`src/rgb_hue_rotate_core_macros.svh`:
```
// Assertion macros shared by the hue rotation RTL.
// Included by files that carry concurrent checks; needs no package.
`ifndef RGB_HUE_ROTATE_CORE_MACROS_SVH
`define RGB_HUE_ROTATE_CORE_MACROS_SVH
`ifndef SYNTHESIS
// same-cycle implication
`define HROT_ASSERT_IMPL(label, clk, rst_n, ante, cons) \
    label: assert property (@(posedge clk) disable iff (!rst_n) (ante) |-> (cons)) \
        else $error("hrot: check failed");
// next-cycle implication
`define HROT_ASSERT_NEXT(label, clk, rst_n, ante, cons) \
    label: assert property (@(posedge clk) disable iff (!rst_n) (ante) |=> (cons)) \
        else $error("hrot: check failed");
`else
`define HROT_ASSERT_IMPL(label, clk, rst_n, ante, cons)
`define HROT_ASSERT_NEXT(label, clk, rst_n, ante, cons)
`endif
`endif

```
`src/hrot_pkg.sv`:
```
// Package for the hue rotation core: widths, sector codes, payload structs.
// No dependencies.
`default_nettype none
package hrot_pkg;

    localparam int CHANNEL_BITS  = 16;
    localparam int HUE_FRAC_BITS = 16;
    localparam int QUOT_BITS     = HUE_FRAC_BITS + 1;   // quotient may reach 1.0
    localparam int DIV_CELLS     = QUOT_BITS;
    localparam int SHIFT_WIDTH   = 18;
    localparam int SHIFT_LIMIT   = 65536;
    localparam int TURN_UNITS    = 6 << HUE_FRAC_BITS;
    localparam int POS_BITS      = $clog2(2 * TURN_UNITS) + 1;  // signed hue position
    localparam int BACK_STAGES   = 4;
    localparam int PIPE_LAT      = 1 + DIV_CELLS + BACK_STAGES;
    localparam int CFG_ADDR_BITS = 2;
    localparam int CFG_DATA_BITS = 32;

    localparam logic [CFG_ADDR_BITS-1:0] REG_HUE_SHIFT = CFG_ADDR_BITS'(0);

    // hue sectors
    localparam logic [2:0] SEC_RG = 3'd0;
    localparam logic [2:0] SEC_GR = 3'd1;
    localparam logic [2:0] SEC_GB = 3'd2;
    localparam logic [2:0] SEC_BG = 3'd3;
    localparam logic [2:0] SEC_BR = 3'd4;
    localparam logic [2:0] SEC_RB = 3'd5;

    typedef struct packed {
        logic [CHANNEL_BITS-1:0] red_in;
        logic [CHANNEL_BITS-1:0] green_in;
        logic [CHANNEL_BITS-1:0] blue_in;
        logic [CHANNEL_BITS-1:0] alpha_in;
    } t_pix_in;

    typedef struct packed {
        logic [CHANNEL_BITS-1:0] red_out;
        logic [CHANNEL_BITS-1:0] green_out;
        logic [CHANNEL_BITS-1:0] blue_out;
        logic [CHANNEL_BITS-1:0] alpha_out;
    } t_pix_out;

    // pixel context carried alongside the divider
    typedef struct packed {
        logic [CHANNEL_BITS-1:0] hi;
        logic [CHANNEL_BITS-1:0] lo;
        logic [CHANNEL_BITS-1:0] alpha;
        logic [2:0]              base;
        logic                    neg;
        logic                    gray;
    } t_div_ctx;

    // partial division state
    typedef struct packed {
        logic [CHANNEL_BITS:0]   rem;
        logic [QUOT_BITS-1:0]    quot;
        logic [CHANNEL_BITS-1:0] d;
    } t_div_work;

endpackage
`default_nettype wire

```
`src/rgb_hue_rotate_core.sv`:
```
// Top level of the RGBA hue rotation core: front end, divider cell row, back end.
// Depends on hrot_pkg, hrot_front, hrot_cell, hrot_back and the macros header.
//
// Usage:
//  - Pixel channel: a transaction is taken at each rising edge with start high
//    and busy low. busy is high only from reset until the first clock after
//    reset is released; from then on a pixel may be issued every cycle.
//  - Result channel: o_strobe marks one cycle in which o_pixel holds the
//    rotated pixel. The receiver cannot stall; it must take it in that cycle.
//  - Pipeline: one front register, one cell per quotient bit (17) in the
//    division row, then four back-end stages (hue position, rotate and
//    wrap, multiply, channel rebuild).
//  - Throughput is one pixel per clock; every cell hands its partial
//    remainder on to its neighbour each cycle, so up to 22 pixels are in flight.
//  - Configuration: APB write of hue_shift at byte address 0 (pwdata[17:0]);
//    65536 is a full turn, clamped to +-65536 in use. Write only while idle.
//  - Reset clears all valid flags and sets hue_shift to zero; pixels in
//    flight are dropped.
`default_nettype none
`include "rgb_hue_rotate_core_macros.svh"
module rgb_hue_rotate_core import hrot_pkg::*; (
    input  wire logic                     i_clk,
    input  wire logic                     i_rst_n,
    // pixel in
    input  wire logic                     start,
    output logic                          busy,
    input  wire t_pix_in                  i_pixel,
    // pixel out
    output logic                          o_strobe,
    output t_pix_out                      o_pixel,
    // configuration
    input  wire logic                     psel,
    input  wire logic                     penable,
    input  wire logic                     pwrite,
    input  wire logic [CFG_ADDR_BITS-1:0] paddr,
    input  wire logic [CFG_DATA_BITS-1:0] pwdata,
    output logic [CFG_DATA_BITS-1:0]      prdata,
    output logic                          pready
);

    logic                          r_run;
    logic signed [SHIFT_WIDTH-1:0] r_hue_shift;
    logic                          cfg_wr;
    logic                          accept;

    // division row taps
    logic      cell_valid [DIV_CELLS+1];
    t_div_ctx  cell_ctx   [DIV_CELLS+1];
    t_div_work cell_work  [DIV_CELLS+1];

    assign accept = start && !busy;
    assign busy   = !r_run;
    assign pready = 1'b1;
    assign cfg_wr = psel && penable && pwrite && (paddr == REG_HUE_SHIFT);

    always_ff @(posedge i_clk) begin
        if (!i_rst_n) begin
            r_run       <= 1'b0;
            r_hue_shift <= '0;
        end else begin
            r_run <= 1'b1;
            if (cfg_wr) begin
                r_hue_shift <= pwdata[SHIFT_WIDTH-1:0];
            end
        end
    end

    // register read, sign extended
    always_comb begin
        prdata = '0;
        if (paddr == REG_HUE_SHIFT) begin
            prdata = CFG_DATA_BITS'(r_hue_shift);
        end
    end

    hrot_front u_front (
        .i_clk   (i_clk),
        .i_rst_n (i_rst_n),
        .i_valid (accept),
        .i_pix   (i_pixel),
        .o_valid (cell_valid[0]),
        .o_ctx   (cell_ctx[0]),
        .o_work  (cell_work[0])
    );

    // one quotient bit per cell, MSB first
    for (genvar gi = 0; gi < DIV_CELLS; gi++) begin : g_cell
        hrot_cell u_cell (
            .i_clk   (i_clk),
            .i_rst_n (i_rst_n),
            .i_valid (cell_valid[gi]),
            .i_ctx   (cell_ctx[gi]),
            .i_work  (cell_work[gi]),
            .o_valid (cell_valid[gi+1]),
            .o_ctx   (cell_ctx[gi+1]),
            .o_work  (cell_work[gi+1])
        );
    end

    hrot_back u_back (
        .i_clk       (i_clk),
        .i_rst_n     (i_rst_n),
        .i_valid     (cell_valid[DIV_CELLS]),
        .i_ctx       (cell_ctx[DIV_CELLS]),
        .i_quot      (cell_work[DIV_CELLS].quot),
        .i_d         (cell_work[DIV_CELLS].d),
        .i_hue_shift (r_hue_shift),
        .o_valid     (o_strobe),
        .o_pix       (o_pixel)
    );

    `HROT_ASSERT_IMPL(a_strobe_follows_accept, i_clk, i_rst_n, o_strobe,
        $past(accept, PIPE_LAT))
    `HROT_ASSERT_IMPL(a_alpha_carried, i_clk, i_rst_n, o_strobe,
        o_pixel.alpha_out == $past(i_pixel.alpha_in, PIPE_LAT))
    `HROT_ASSERT_NEXT(a_busy_stays_low, i_clk, i_rst_n, !busy, !busy)

endmodule
`default_nettype wire

```
`src/hrot_front.sv`:
```
// Front stage: max, min, hue sector base, signed difference and divisor.
// Depends on hrot_pkg.
`default_nettype none
module hrot_front import hrot_pkg::*; (
    input  wire logic      i_clk,
    input  wire logic      i_rst_n,
    input  wire logic      i_valid,
    input  wire t_pix_in   i_pix,
    output logic           o_valid,
    output t_div_ctx       o_ctx,
    output t_div_work      o_work
);

    logic [CHANNEL_BITS-1:0] hi, lo, mag;
    logic signed [CHANNEL_BITS:0] num;
    t_div_ctx  n_ctx;
    t_div_work n_work;
    logic r_valid;
    t_div_ctx  r_ctx;
    t_div_work r_work;

    always_comb begin
        hi = i_pix.red_in;
        lo = i_pix.red_in;
        if (i_pix.green_in > hi) hi = i_pix.green_in;
        if (i_pix.blue_in  > hi) hi = i_pix.blue_in;
        if (i_pix.green_in < lo) lo = i_pix.green_in;
        if (i_pix.blue_in  < lo) lo = i_pix.blue_in;

        // red wins ties, then green
        if (i_pix.red_in == hi) begin
            n_ctx.base = SEC_RG;
            num = $signed({1'b0, i_pix.green_in}) - $signed({1'b0, i_pix.blue_in});
        end else if (i_pix.green_in == hi) begin
            n_ctx.base = SEC_GB;
            num = $signed({1'b0, i_pix.blue_in}) - $signed({1'b0, i_pix.red_in});
        end else begin
            n_ctx.base = SEC_BR;
            num = $signed({1'b0, i_pix.red_in}) - $signed({1'b0, i_pix.green_in});
        end
        mag = num[CHANNEL_BITS] ? CHANNEL_BITS'(-num) : num[CHANNEL_BITS-1:0];

        n_ctx.hi    = hi;
        n_ctx.lo    = lo;
        n_ctx.alpha = i_pix.alpha_in;
        n_ctx.neg   = num[CHANNEL_BITS];
        n_ctx.gray  = (hi == lo);

        n_work.rem  = {1'b0, mag};
        n_work.quot = '0;
        n_work.d    = hi - lo;
    end

    always_ff @(posedge i_clk) begin
        if (!i_rst_n) begin
            r_valid <= 1'b0;
        end else begin
            r_valid <= i_valid;
        end
    end

    always_ff @(posedge i_clk) begin
        r_ctx  <= n_ctx;
        r_work <= n_work;
    end

    assign o_valid = r_valid;
    assign o_ctx   = r_ctx;
    assign o_work  = r_work;

endmodule
`default_nettype wire

```
`src/hrot_cell.sv`:
```
// One restoring-division cell: a compare-subtract giving one quotient bit.
// Depends on hrot_pkg.
`default_nettype none
module hrot_cell import hrot_pkg::*; (
    input  wire logic      i_clk,
    input  wire logic      i_rst_n,
    input  wire logic      i_valid,
    input  wire t_div_ctx  i_ctx,
    input  wire t_div_work i_work,
    output logic           o_valid,
    output t_div_ctx       o_ctx,
    output t_div_work      o_work
);

    logic                    ge;
    logic [CHANNEL_BITS:0]   diff;
    t_div_work               n_work;
    logic                    r_valid;
    t_div_ctx                r_ctx;
    t_div_work               r_work;

    always_comb begin
        ge          = (i_work.rem >= {1'b0, i_work.d});
        diff        = ge ? (i_work.rem - {1'b0, i_work.d}) : i_work.rem;
        // remainder now below d, so the doubled value fits
        n_work.rem  = {diff[CHANNEL_BITS-1:0], 1'b0};
        n_work.quot = {i_work.quot[QUOT_BITS-2:0], ge};
        n_work.d    = i_work.d;
    end

    always_ff @(posedge i_clk) begin
        if (!i_rst_n) begin
            r_valid <= 1'b0;
        end else begin
            r_valid <= i_valid;
        end
    end

    always_ff @(posedge i_clk) begin
        r_ctx  <= i_ctx;
        r_work <= n_work;
    end

    assign o_valid = r_valid;
    assign o_ctx   = r_ctx;
    assign o_work  = r_work;

endmodule
`default_nettype wire

```
`src/hrot_back.sv`:
```
// Back end: hue position, rotation and wrap, f*(v-min), RGB rebuild.
// Depends on hrot_pkg and rgb_hue_rotate_core_macros.svh.
`default_nettype none
`include "rgb_hue_rotate_core_macros.svh"
module hrot_back import hrot_pkg::*; (
    input  wire logic                          i_clk,
    input  wire logic                          i_rst_n,
    input  wire logic                          i_valid,
    input  wire t_div_ctx                      i_ctx,
    input  wire logic [QUOT_BITS-1:0]          i_quot,
    input  wire logic [CHANNEL_BITS-1:0]       i_d,
    input  wire logic signed [SHIFT_WIDTH-1:0] i_hue_shift,
    output logic                               o_valid,
    output t_pix_out                           o_pix
);

    localparam logic signed [POS_BITS-1:0]    TURN_S    = POS_BITS'(TURN_UNITS);
    localparam logic signed [SHIFT_WIDTH-1:0] SHIFT_MAX = SHIFT_WIDTH'(SHIFT_LIMIT);
    localparam logic signed [SHIFT_WIDTH-1:0] SHIFT_MIN = -SHIFT_MAX;

    // stage A
    logic signed [POS_BITS-1:0]    qs, basev, raw, n_a_pos, sh_ext, n_a_shift6;
    logic signed [SHIFT_WIDTH-1:0] sc;
    logic                          r_a_valid;
    t_div_ctx                      r_a_ctx;
    logic [CHANNEL_BITS-1:0]       r_a_d;
    logic signed [POS_BITS-1:0]    r_a_pos, r_a_shift6;
    // stage B
    logic signed [POS_BITS-1:0]    sum, wrapped;
    logic                          r_b_valid;
    t_div_ctx                      r_b_ctx;
    logic [CHANNEL_BITS-1:0]       r_b_d;
    logic [2:0]                    r_b_sector;
    logic [HUE_FRAC_BITS-1:0]      r_b_frac;
    // stage C
    logic [HUE_FRAC_BITS+CHANNEL_BITS-1:0] prod;
    logic                          r_c_valid;
    t_div_ctx                      r_c_ctx;
    logic [CHANNEL_BITS-1:0]       r_c_d;
    logic [2:0]                    r_c_sector;
    logic [CHANNEL_BITS-1:0]       r_c_fd;
    // stage D
    logic [CHANNEL_BITS-1:0]       qv, tv;
    t_pix_out                      n_pix;
    logic                          r_d_valid;
    t_pix_out                      r_pix;

    // A: sector base plus signed fraction, negative hue folded up a turn
    always_comb begin
        qs      = $signed({{(POS_BITS-QUOT_BITS){1'b0}}, i_quot});
        basev   = $signed({{(POS_BITS-3-HUE_FRAC_BITS){1'b0}}, i_ctx.base,
                           {HUE_FRAC_BITS{1'b0}}});
        raw     = basev + (i_ctx.neg ? -qs : qs);
        n_a_pos = raw[POS_BITS-1] ? raw + TURN_S : raw;

        if (i_hue_shift > SHIFT_MAX)      sc = SHIFT_MAX;
        else if (i_hue_shift < SHIFT_MIN) sc = SHIFT_MIN;
        else                              sc = i_hue_shift;
        sh_ext     = POS_BITS'(sc);
        n_a_shift6 = (sh_ext <<< 2) + (sh_ext <<< 1);
    end

    // B: rotate and wrap into one turn
    always_comb begin
        sum = r_a_pos + r_a_shift6;
        if (sum[POS_BITS-1])   wrapped = sum + TURN_S;
        else if (sum >= TURN_S) wrapped = sum - TURN_S;
        else                    wrapped = sum;
    end

    // C: truncated f * (v - min)
    assign prod = r_b_frac * r_b_d;

    // D: rebuild channels from v, p, q, t
    always_comb begin
        qv = r_c_ctx.hi - r_c_fd;
        tv = r_c_ctx.lo + r_c_fd;
        n_pix.alpha_out = r_c_ctx.alpha;
        case (r_c_sector)
            SEC_RG: begin
                n_pix.red_out = r_c_ctx.hi; n_pix.green_out = tv; n_pix.blue_out = r_c_ctx.lo;
            end
            SEC_GR: begin
                n_pix.red_out = qv; n_pix.green_out = r_c_ctx.hi; n_pix.blue_out = r_c_ctx.lo;
            end
            SEC_GB: begin
                n_pix.red_out = r_c_ctx.lo; n_pix.green_out = r_c_ctx.hi; n_pix.blue_out = tv;
            end
            SEC_BG: begin
                n_pix.red_out = r_c_ctx.lo; n_pix.green_out = qv; n_pix.blue_out = r_c_ctx.hi;
            end
            SEC_BR: begin
                n_pix.red_out = tv; n_pix.green_out = r_c_ctx.lo; n_pix.blue_out = r_c_ctx.hi;
            end
            default: begin
                n_pix.red_out = r_c_ctx.hi; n_pix.green_out = r_c_ctx.lo; n_pix.blue_out = qv;
            end
        endcase
        if (r_c_ctx.gray) begin
            n_pix.red_out   = r_c_ctx.hi;
            n_pix.green_out = r_c_ctx.hi;
            n_pix.blue_out  = r_c_ctx.hi;
        end
    end

    always_ff @(posedge i_clk) begin
        if (!i_rst_n) begin
            r_a_valid <= 1'b0;
            r_b_valid <= 1'b0;
            r_c_valid <= 1'b0;
            r_d_valid <= 1'b0;
        end else begin
            r_a_valid <= i_valid;
            r_b_valid <= r_a_valid;
            r_c_valid <= r_b_valid;
            r_d_valid <= r_c_valid;
        end
    end

    always_ff @(posedge i_clk) begin
        r_a_ctx    <= i_ctx;
        r_a_d      <= i_d;
        r_a_pos    <= n_a_pos;
        r_a_shift6 <= n_a_shift6;

        r_b_ctx    <= r_a_ctx;
        r_b_d      <= r_a_d;
        r_b_sector <= wrapped[HUE_FRAC_BITS+2:HUE_FRAC_BITS];
        r_b_frac   <= wrapped[HUE_FRAC_BITS-1:0];

        r_c_ctx    <= r_b_ctx;
        r_c_d      <= r_b_d;
        r_c_sector <= r_b_sector;
        r_c_fd     <= prod[HUE_FRAC_BITS+CHANNEL_BITS-1:HUE_FRAC_BITS];

        r_pix      <= n_pix;
    end

    assign o_valid = r_d_valid;
    assign o_pix   = r_pix;

    `HROT_ASSERT_IMPL(a_pos_in_turn, i_clk, i_rst_n, r_a_valid,
        !r_a_pos[POS_BITS-1] && (r_a_pos < TURN_S))
    `HROT_ASSERT_IMPL(a_sector_legal, i_clk, i_rst_n, r_b_valid, r_b_sector <= SEC_RB)
    `HROT_ASSERT_IMPL(a_fd_bounded, i_clk, i_rst_n, r_c_valid && !r_c_ctx.gray,
        r_c_fd <= r_c_d)

endmodule
`default_nettype wire
```
`config.mk`:
```
export PLATFORM = sky130hd
export DESIGN_NAME = rgb_hue_rotate_core
export DESIGN_NICKNAME = d
export VERILOG_FILES = /design/src/hrot_pkg.sv /design/src/rgb_hue_rotate_core.sv /design/src/hrot_front.sv /design/src/hrot_cell.sv /design/src/hrot_back.sv
export VERILOG_INCLUDE_DIRS = /design/src /design/src/src
export SDC_FILE = /design/constraint.sdc
export NUM_CORES = 2
export LEC_CHECK = 0
export BUFFER_PORTS_ARGS = -buffer_cell sky130_fd_sc_hd__clkbuf_2
export CAP_MARGIN = 20
export CORE_MARGIN = 3
export CORE_UTILIZATION = 25
export DETAILED_ROUTE_END_ITERATION = 10
export GPL_TIMING_DRIVEN = 0
export PLACE_DENSITY = 0.43
export SLEW_MARGIN = 40
export SYNTH_ARGS = -nofsm -noshare
export SYNTH_HDL_FRONTEND = slang
export SYNTH_SLANG_ARGS = --single-unit
```
`constraint.sdc`:
```
create_clock -name i_clk -period 12.07 [get_ports i_clk]
set_input_delay 1.8105 -clock i_clk [delete_from_list [all_inputs] [get_ports i_clk]]
set_output_delay 1.8105 -clock i_clk [all_outputs]
set_load 0.01 [all_outputs]
```
After elaboration in Yosys (flattened, before gate mapping). Cells that the tools add are included.

Output and inout bits: 99. Word-level logic and storage cells: 327. Bits of input ports: 104. Flip-flop bits (word level): 2031.

Reductions and logical operators: 7. Add/subtract/negate cells: 30. Muxes and demuxes: 34. $mul: 1. Order comparisons: 24. Eq/ne operators: 7.

Operator list (count): 2-to-1 mux 16 bit (21); subtractor 16 bit (18); >= comparator 17 x 16 -> 1 bit (16); one-hot mux 48 bit (5 select lines) (1); subtractor 16 x 16 -> 17 bit (3); == test 16 bit (3); 2-to-1 mux 48 bit (1); 2-to-1 mux 19 bit (2); 2-to-1 mux 18 bit (2); 2-to-1 mux 17 bit (2); greater-than comparator 16 bit (2); < comparator 16 bit (2); multiplier 16 x 16 -> 32 bit (1); 2-to-1 mux 32 bit (1); adder 20 x 19 -> 21 bit (1); adder 20 x 21 -> 21 bit (1); adder 21 x 20 -> 21 bit, second input constant (1); adder 21 bit (1); >= comparator 21 x 20 -> 1 bit, second input constant (1); 2-to-1 mux 21 bit (1); negator 17 -> 21 bit (1); 2-to-1 mux 20 bit (1); adder 19 x 18 -> 19 bit, second input constant (1); subtractor 19 x 18 -> 19 bit, second input constant (1); other kinds (14) (18).

Logic depth before layout (Yosys ltp).
Depth in word-level cells: 9. Mapped depth: 46.

Cells and area by module. From an unflattened synthesis, not the netlist that was laid out.

Cells, all modules: 7534. Area, all modules: 84174.5 um^2.

By module, submodules not included: hrot_cell (g_cell[0].u_cell ...) (seq. area each 2062.0 um^2, cells each 258, instances 13, area each 3255.6 um^2); hrot_back (seq. area each 6526.3 um^2, cells each 2121, instances 1, area each 20392.1 um^2); hrot_cell (g_cell[6].u_cell ...) (seq. area each 2062.0 um^2, cells each 255, instances 4, area each 3246.9 um^2); hrot_front (seq. area each 1701.6 um^2, cells each 921, instances 1, area each 7444.6 um^2); rgb_hue_rotate_core (seq. area each 380.4 um^2, cells each 118, instances 1, area each 1027.2 um^2).

Worst setup path before layout. Ideal clock, no wire load.

Kind: input-to-reg. From: input i_pixel[33] in the netlist's numbering. To: register u_front.r_work (netlist bit u_front.o_work[15]). Required time: 11.940 ns. Buffers on the path: 7. Library setup time: 0.130 ns. Setup slack: 2.215 ns. Data arrival time: 9.725 ns. Stages on the path: 45. Cell sequence: inv_1 -> ha_1 -> nor2b_1 -> o31a_1 -> o311a_1 -> buf_6 -> or2_2 -> clkbuf_1 -> clkbuf_1 -> clkbuf_1 -> nand2_1 -> clkbuf_1 -> clkbuf_1 -> nor2_1 -> a21oi_1 -> ha_1 -> a21o_1 -> a21oi_1 -> (+9 left out) -> clkbuf_1 -> o21ai_0 -> ha_1 -> nor2b_1 -> o21ai_0 -> a21boi_0 -> o21ai_0 -> a21boi_0 -> o21ai_0 -> nand2b_1 -> a21oi_1 -> o21bai_1 -> a21o_1 -> a21oi_1 -> o21ai_0 -> a21o_1 -> a21oi_1 -> xnor3_1.

RTL lines: from (decl) (RTL line rgb_hue_rotate_core.sv:27) `input wire t_pix_in i_pixel,`; to (signal assigned) (RTL line hrot_front.sv:64) `r_work <= n_work;`; to (decl) (RTL line hrot_front.sv:20) `t_div_work r_work;`.

==> run_results.csv <==
group,metric,value,unit
critical_path,arrival,12000,ps
synthesis,synthDistinctLibCells,86,
critical_path,crit_slowest_cell,"buf_1",
sta,period_needed,11300,ps
critical_path,cp-end-kind,"register",
die,rows,199,
critical_path,crit_required,12770,ps
sta,setup-violations-final,0,
sta,tightest_slew,918,ps
critical_path,reg2reg_from,"u_back.r_b_frac[10]",
clock_network,clockBufferDepth,4,
drt,vias,46500,
drt,post-route-drc-count,0,
synthesis,yosysSeqAreaShare,54.1,%
drt,wl_per_cell,15.6,um
critical_path,crit_fanout,10,
global_route,grt_pass1_vias,48800,
place,port_buffers,187,
finish,nets,8078,
sta,post-route-period-util,93.6,%
clock_network,cts_root_buf,"clkbuf_16",
clock_network,cts_tree,"done",
die,die_x,552,um
synthesis,synth_most_common_cell,"dfxtp_1",
run,drv_cap,0,
global_route,track_usage,11.5,%
finish,area.growth.synth_to_final,18.2,%
die,start_util,25.2,%
sta,maxSlewHeadroom,38.8,%
die,core,295000,um2
critical_path,cp.depth,44,
clock_network,postCtsSetupBuffers,0,
synthesis,synth-edff-count,0,
die,dieHeight,552,um
die,dieArea,305000,um2
drt,wirelength,177,mm
synthesis,syn_inst,6810,
sta,rsz0062_at_grt,"false",
clock_network,cts-resized-gates,0,
critical_path,critPathLaunch,"i_pixel[46]",
synthesis,synth_top_area_share,54.1,%
global_route,antenna_found_initial,11,
critical_path,r2r_cells,26,
clock_network,cts_hold_buf,0,
global_route,grt_pass1_wl,277,mm
sta,max_freq,88.5,MHz
synthesis,synth_fp_nets,7668,
clock_network,clock_latency,850,ps
critical_path,worst-path-buf-inv,8,
place,gp_congestion,0.856,
critical_path,crit_family,"compound AO/OA/AOI/OAI gates",
hold_path,hold_path.class,"reg2reg",
synthesis,yosys.area.top_type,"dfxtp_1",
finish,drive_gt1_share,11.9,%
synthesis,ys_seq_elements,2012,
sta,final-max-slew-violation-count,0,
global_route,grt_max_degree,18,
drt,first_pass_iters,8,
drt,ant_nets,0,
synthesis,synth_area,74500,um2
finish,fin_cells,11300,
die,io-pin-count,203,
place,hpwl,136,mm
critical_path,cpMostUsedCell,"o21ai_0",
hold_path,hold_depth,0,
critical_path,cp-start-kind,"input port",
drt,via_per_inst,4.10,
synthesis,yosys_warnings,0,
sta,hold_viol_final,0,
place,placed_cells,10900,
synthesis,synthFlopType,"dfxtp_1",
hold_path,hold_path.startpoint,"g_cell[13].u_cell.o_work[26]",
sta,fin_worst_skew,56.6,ps
clock_network,cts_sinks,2012,
synthesis,async_flop_share,0,%
clock_network,htreeDepth,4,
critical_path,slowest_delay,460,ps
synthesis,ys_top_cells_by_area,"dfxtp_1, ha_1, fa_1",
global_route,gr-total-overflow,0,
synthesis,ys_top_cells_by_count,"dfxtp_1, inv_1, ha_1",
drt,drtIter0Drc,2080,
synthesis,synth_area_per_cell,10.9,um2
outcome,status,"complete, no violations",
clock_network,cts.clk_slew.worst_paths,60,ps
critical_path,crit_type,"in2reg",
clock_network,numCtsBuffers,217,
-- flip-flops by register name (all words and copies together) (netlist names), 3 cells and up --
| register | cells |
|---|---|
| g_cell.u_cell.o_valid | 17 |
| u_back.r_a_d | 16 |
| g_cell.u_cell.o_work | 681 |
| u_back.r_a_pos | 21 |
| u_back.r_c_sector | 3 |
| u_back.r_c_fd | 16 |
| g_cell.u_cell.o_ctx | 884 |
| u_back.r_b_ctx | 49 |
| u_back.r_a_shift6 | 20 |
| u_back.r_b_sector | 3 |
| r_hue_shift | 18 |
| u_back.r_c_ctx | 33 |
| u_front.o_ctx | 52 |
| u_back.r_a_ctx | 49 |
| u_back.r_b_frac | 16 |
| u_back.n_pix | 16 |
| u_back.r_b_d | 16 |
| u_back.o_pix | 64 |
| u_front.o_work | 32 |
-- final timing paths --
check                           slack [ps]                            to
worst max register to register        3680             u_back.r_c_fd[15]
worst min-delay path                   300  g_cell[14].u_cell.o_work[27]
worst max-delay path                   770            u_front.o_work[15]
worst min register to register         300  g_cell[14].u_cell.o_work[27]
-- per-stage QoR --
step / utilization [%] / instance area, um2 / hold slack (ps) / setup TNS, ps / setup WS (ps)
2_1_floorplan: - / 74500 / 310 / 0 / 2220
3_5_place_dp: 27.2 / 80400 / 312 / -591 / -591
3_3_place_gp: 27.2 / 80300 / 310 / -689 / -652
5_1_grt: 29.8 / 88000 / 297 / 0 / 97.0
6_report: 29.8 / 88000 / 298 / 0 / 775
4_1_cts: 29.8 / 88000 / 294 / 0 / 324
-- cell families (layout without fill, tap and decap cells) --
family	count (synthesis)	count (layout)	synth area share, %
DFF	2012	2012	54.1
and+or+nand+nor	1470	1470	9.42
AOI/OAI and AO/OA	1097	1097	9.44
buffers and inverters	921	1510	4.80
adders and majority gates	754	754	14.9
xor gates and xnor gates	283	283	3.35
muxes	272	272	4.06
other	1	5	0.00503
-- worst reg2reg max path: cells and delay by family, from the launching register on --
family          cells  cell delay, ps
buf+inv             6             920
xor+xnor            1             170
compound gates     10            3040
fa+ha+maj           7            3330
flops               1             640
simple gates        2             230
-- placed cells by master (no fill, tap or decap), types with 54 or more instances in the layout --
cell type	instances
ha_1	536
xor2_1	84
inv_1	771
and2_1	163
clkbuf_2	193
a21oi_1	279
nand4_1	86
a21boi_0	120
dfxtp_1	2012
a21o_1	113
clkbuf_1	132
nand2_1	482
nor3_1	88
xnor2_1	197
mux2_2	215
o21ai_0	255
nor2_1	370
clkbuf_16	217
fa_1	218
nor2b_1	54
-- metal layers --
layer / track usage, % / routed length [um] / up-vias
met5: 0 / 13 / -
met4: 3.99 / 5900 / 2
met1: 14.7 / 80600 / 21900
li1: - / - / 23400
met2: 19.5 / 82500 / 858
met3: 1.98 / 7570 / 333
-- area by class of cell --
class,count,area [um2]
repair buffers,191,965
well taps,3919,4900
fillers,30400,207000
flip-flops and latches,2012,40300
plain buffers,149,682
clock buffers,283,6050
clock inverters,115,1550
inverters,772,2900
diodes,4,10.0
multi-input cells,3877,30700
Power is not shown: default switching activity piles up to over one toggle a cycle in this logic, so the estimate is an artifact.
